File: src/sv/ecol_pkg.sv
// Package with the shared constants of the elastic collision core.
package ecol_pkg;

  // Default width of every velocity, mass and separation word.
  localparam int unsigned VALUE_WIDTH_DEF = 32;

  // Bits of the second operand consumed by one multiplier stage.
  localparam int unsigned MUL_DIGIT = 16;

endpackage

File: src/sv/ecol_mul.sv
// Pipelined multi-lane unsigned multiplier that takes one digit of the multiplier per stage.
module ecol_mul #(
  parameter int unsigned AW    = 33,
  parameter int unsigned BW    = 32,
  parameter int unsigned LANES = 1,
  parameter int unsigned SW    = 1,
  parameter int unsigned DIG   = ecol_pkg::MUL_DIGIT
) (
  input  logic                 clk_i,
  input  logic                 rst_ni,
  input  logic                 en_i,
  input  logic                 valid_i,
  input  logic [AW-1:0]        a_i [LANES],
  input  logic [BW-1:0]        b_i [LANES],
  input  logic [SW-1:0]        side_i,
  output logic                 valid_o,
  output logic [AW+BW-1:0]     p_o [LANES],
  output logic [SW-1:0]        side_o
);

  localparam int unsigned NST = (BW + DIG - 1) / DIG;
  localparam int unsigned PW  = AW + BW;
  localparam int unsigned BPW = NST * DIG;

  logic [PW-1:0]  acc_q  [NST][LANES];
  logic [AW-1:0]  a_q    [NST][LANES];
  logic [BPW-1:0] b_q    [NST][LANES];
  logic [SW-1:0]  side_q [NST];
  logic           vld_q  [NST];

  for (genvar k = 0; k < NST; k++) begin : g_stage
    logic [PW-1:0]     acc_in [LANES];
    logic [PW-1:0]     acc_d  [LANES];
    logic [AW-1:0]     a_in   [LANES];
    logic [BPW-1:0]    b_in   [LANES];
    logic [AW+DIG-1:0] pp     [LANES];
    logic [SW-1:0]     side_in;
    logic              vld_in;

    // Select the operands of this stage: the ports or the previous stage.
    if (k == 0) begin : g_first
      always_comb begin
        vld_in  = valid_i;
        side_in = side_i;
        for (int l = 0; l < LANES; l++) begin
          acc_in[l] = '0;
          a_in[l]   = a_i[l];
          b_in[l]   = BPW'(b_i[l]);
        end
      end
    end else begin : g_next
      always_comb begin
        vld_in  = vld_q[k-1];
        side_in = side_q[k-1];
        for (int l = 0; l < LANES; l++) begin
          acc_in[l] = acc_q[k-1][l];
          a_in[l]   = a_q[k-1][l];
          b_in[l]   = b_q[k-1][l];
        end
      end
    end

    // Add one partial product at the weight of this stage's digit.
    always_comb begin
      for (int l = 0; l < LANES; l++) begin
        pp[l]    = a_in[l] * b_in[l][DIG-1:0];
        acc_d[l] = acc_in[l] + (PW'(pp[l]) << (k * DIG));
      end
    end

    // The valid bit of the stage is control state and is reset.
    always_ff @(posedge clk_i or negedge rst_ni) begin
      if (!rst_ni) begin
        vld_q[k] <= 1'b0;
      end else if (en_i) begin
        vld_q[k] <= vld_in;
      end
    end

    // Stage payload.
    always_ff @(posedge clk_i) begin
      if (en_i) begin
        side_q[k] <= side_in;
        for (int l = 0; l < LANES; l++) begin
          acc_q[k][l] <= acc_d[l];
          a_q[k][l]   <= a_in[l];
          b_q[k][l]   <= b_in[l] >> DIG;
        end
      end
    end
  end

  assign valid_o = vld_q[NST-1];
  assign p_o     = acc_q[NST-1];
  assign side_o  = side_q[NST-1];

endmodule

File: config.mk
export PLATFORM = sky130hd
export DESIGN_NAME = ecol_mul
export DESIGN_NICKNAME = d
export VERILOG_FILES = /design/src/sv/ecol_pkg.sv /design/src/sv/ecol_mul.sv
export SDC_FILE = /design/constraint.sdc
export NUM_CORES = 2
export LEC_CHECK = 0
export BUFFER_PORTS_ARGS = -buffer_cell sky130_fd_sc_hd__clkbuf_2
export CORE_MARGIN = 2
export CORE_UTILIZATION = 40
export CTS_CLUSTER_SIZE = 14
export DETAILED_ROUTE_END_ITERATION = 8
export PLACE_DENSITY_LB_ADDON = 0.2
export SYNTH_ARGS = -nofsm -noshare
export SYNTH_HDL_FRONTEND = slang
export SYNTH_SLANG_ARGS = --single-unit
File: constraint.sdc
create_clock -name clk_i -period 10.6 [get_ports clk_i]
set_clock_uncertainty 0.15 [all_clocks]
set_input_delay 2.12 -clock clk_i [delete_from_list [all_inputs] [get_ports clk_i]]
set_output_delay 2.12 -clock clk_i [all_outputs]
set_load 0.1 [all_outputs]
==> summary.txt <==
Synth
  – Leading area contributor after synthesis: fa_1
  – Cell area after synthesis: 40600 µm²
  – Synth async-reset ratio: 0.0120
  – Synthesized Nets: 5610
  – Synth warn: 0
  – Post-synth EDFFs: 165
  – Top post-synthesis cells by area: fa_1 (43%), edfxtp_1 (12%), ha_1 (8.5%)
  – Cells after synthesis: 4398
  – Syn Area/Cell: 9.23 µm²
  – Flop and latch count out of synthesis: 167
  – Ys flop type: edfxtp_1
  – Post-synthesis sequential area ratio: 0.123
  – Yosys top cell area share: 0.426
  – Distinct cells, synth: 82

Setup path
  – Crit path capture type: flip-flop
  – Crit Path Class: flip-flop to flip-flop
  – Slowest stage cell, crit path: edfxtp_1
  – Crit path max fanout: 20
  – Slowest stage delay, CP: 0.68 ns
  – CP arrival: 9.28 ns
  – Startpoint types: flip-flop
  – Top cell by count, worst path: fa_1
  – CP required: 10.66 ns

Floorplan
  – IO Pins: 137
  – FP Rows: 116
  – Die W: 323 µm
  – Die height: 323 µm
  – Initial core utilization: 0.404
  – Core Footprint: 100000 µm²
  – DIE AREA: 104000 µm²

Drt
  – WL/cell: 19.1 µm
  – DR iter-0 viols: 1893
  – Final wirelength: 109000 µm
  – Total number of vias: 28700
  – DRT Pass-1 Iters: 5
  – Drt via density: 5.04
  – Routed Antenna Nets: 0
  – DRC: 0

Clock network
  – Root Driver: clkbuf_16
  – Cts repair resizes: 0
  – H-tree lvl count: 4
  – Reg clk slew, reported paths: 0.08 ns
  – CTS tree: yes
  – Clock sinks: 167
  – CTS Hold Bufs: 0
  – Clock Path Buffers: 2
  – CTS Buf Count: 17
  – Setup Fix Bufs, Post-CTS: 0
  – Clk_lat worst skew: 0.51 ns

Final layout
  – Layout cells sized above 1: 0.0520
  – Layout fillers: 10100
  – Fin nets: 5541
  – Multi-input gate area: 31000 µm²
  – Storage element area: 5000 µm²
  – Area growth syn-to-layout: 4.93%

Timing
  – Final setup viols: 0
  – Slew Viols, Final: 0
  – Relative slew slack: 0.233
  – Slew of the pin with the lowest slew margin: 1.15 ns
  – Post-layout min period: 9.22 ns
  – Period utilization: 0.870
  – Fmax: 108 MHz
  – Final Hold Viols: 0
  – RSZ-0062 raised after global routing: false
  – Fin Setup TNS: 0 ns

Global route
  – Total global-route track usage: 0.221
  – Largest net degree at the start of global routing: 100
  – Global-route wire length before repair: 178000 µm
  – Initial antenna violation count: 3
  – Grt total ovfl: 0
  – Vias in the first global route: 30600

Status
  – Status: finished clean

Placement
  – Final GP Congestion: 0.877
  – Port Buffer Count: 136
  – Final HPWL DP: 88500 µm

Min path
  – Hold Crit Class: flip-flop to flip-flop

Job
  – Max-cap violations: 0
==> per-layer routing <==
layer,GRT usage,share of wire,wire length [µm]
met1,0.328,0.47,51600
met2,0.353,0.46,50300
met3,0.0200,0.046,4980
met4,0.0469,0.017,1800
met5,0,0,0
==> layout by cell type (no fill, tap or decap), types with 5 or more instances in the layout <==
master and n:
xor2_1 39, or2_2 5, a21o_1 57, a221oi_1 7, and2_1 314, and4_1 6, nand2_1 849, a211oi_1 12
nor4_1 5, inv_1 908, edfxtp_1 165, a31oi_1 9, xnor2_1 87, o21bai_1 14, and3_1 14, o2111ai_1 5
clkbuf_2 135, nor2_1 94, nand4_1 22, buf_4 33, nor3_1 28, or4b_1 5, clkbuf_16 17, nor3b_1 5
a21oi_1 125, o21a_1 19, nand2b_1 6, o21ai_1 10, fa_1 865, nand3_1 34, mux2i_1 5, ha_1 277
nor2b_1 13, o211ai_1 9, o21ai_0 49
==> metrics by stage <==
step,area (µm²),setup WS [ns],hold WS [ns],util,cells
after floorplan,40600,2.42,0.250,-,4398
after global routing,42600,0.706,0.276,0.424,5699
after CTS,42600,1.38,0.272,0.424,5699
after detailed placement,42000,1.43,0.255,0.418,5667
after global placement,42000,1.51,0.251,0.418,5667
final,42600,1.38,0.270,0.424,5700
==> flip-flops by register name, indices dropped and copies added, names as in the netlist <==
signal / cells
acc_q: 114
valid_o: 1
g_stage.vld_in: 1
side_q: 2
b_q: 16
a_q: 33
==> cells in the mapped netlist, types with 4 or more instances <==
cell,number
inv_1,908
fa_1,865
nand2_1,849
and2_1,314
ha_1,277
clkbuf_1,177
edfxtp_1,165
a21oi_1,125
nor2_1,94
xnor2_1,87
buf_4,65
a21o_1,57
o21ai_0,49
xor2_1,39
nand3_1,34
nor3_1,28
nand4_1,22
o21a_1,19
and3_1,14
buf_2,14
o21bai_1,14
nor2b_1,13
a211oi_1,12
o21ai_1,10
a31oi_1,9
o211ai_1,9
a221oi_1,7
and4_1,6
nand2b_1,6
mux2i_1,5
nor3b_1,5
nor4_1,5
o2111ai_1,5
or2_2,5
or4b_1,5
a211o_1,4
a21boi_0,4
o22ai_1,4
o31ai_1,4
==> layout make-up <==
class / count / share of cell area
clock buffer: 18 / 0.0101
inverter: 908 / 0.0800
clock inverter: 14 / 0.00382
antenna: 1 / 0.0000587
multi-input combinational: 3066 / 0.727
tap: 1357 / 0.0398
timing repair buffer: 169 / 0.0220
sequential: 167 / 0.117
==> logic make-up (layout without fill, tap and decap cells) <==
logic type	count (synthesis)	after routing	synth area share
XOR/XNOR	127	127	0.0279
AO/OA/AOI/OAI	368	368	0.0588
buffers and inverters	1165	1109	0.114
adder cells (fa/ha/maj)	1142	1142	0.512
flip-flops	167	167	0.123
other	0	1	0
AND/OR/NAND/NOR	1421	1421	0.162
multiplexers	8	8	0.00206
==> worst paths after layout <==
| check | startpoint | to | slack [ns] | depth (start not counted) |
|---|---|---|---|---|
| setup / recovery | b_q[0][1]$_DFFE_PP_ | acc_q[0][120]$_DFFE_PP_ | 1.38 | 33 |
| hold / removal | acc_q[0][2]$_DFFE_PP_ | acc_q[0][67]$_DFFE_PP_ | 0.27 | 0 |
| setup reg to reg | b_q[0][1]$_DFFE_PP_ | acc_q[0][120]$_DFFE_PP_ | 1.38 | 33 |
| hold reg to reg | acc_q[0][2]$_DFFE_PP_ | acc_q[0][67]$_DFFE_PP_ | 0.27 | 0 |
| max in group asynchronous | rst_ni | valid_o$_DFFE_PN0P_ | 8.95 | 1 |
| min in group asynchronous | rst_ni | g_stage[1].vld_in$_DFFE_PN0P_ | 1.26 | 1 |
==> critical path, delay by kind of cell (launching register included) <==
| family | cells | cell delay (ns) |
|---|---|---|
| AOI/OAI and AO/OA | 12 | 2.55 |
| xor gates and xnor gates | 2 | 0.54 |
| adders and majority gates | 8 | 3.37 |
| buffers and inverters | 5 | 0.58 |
| DFF | 1 | 0.68 |
| and+or+nand+nor | 6 | 1.04 |
Power is not shown: default switching activity piles up to over one toggle a cycle in this logic, so the estimate is an artifact.
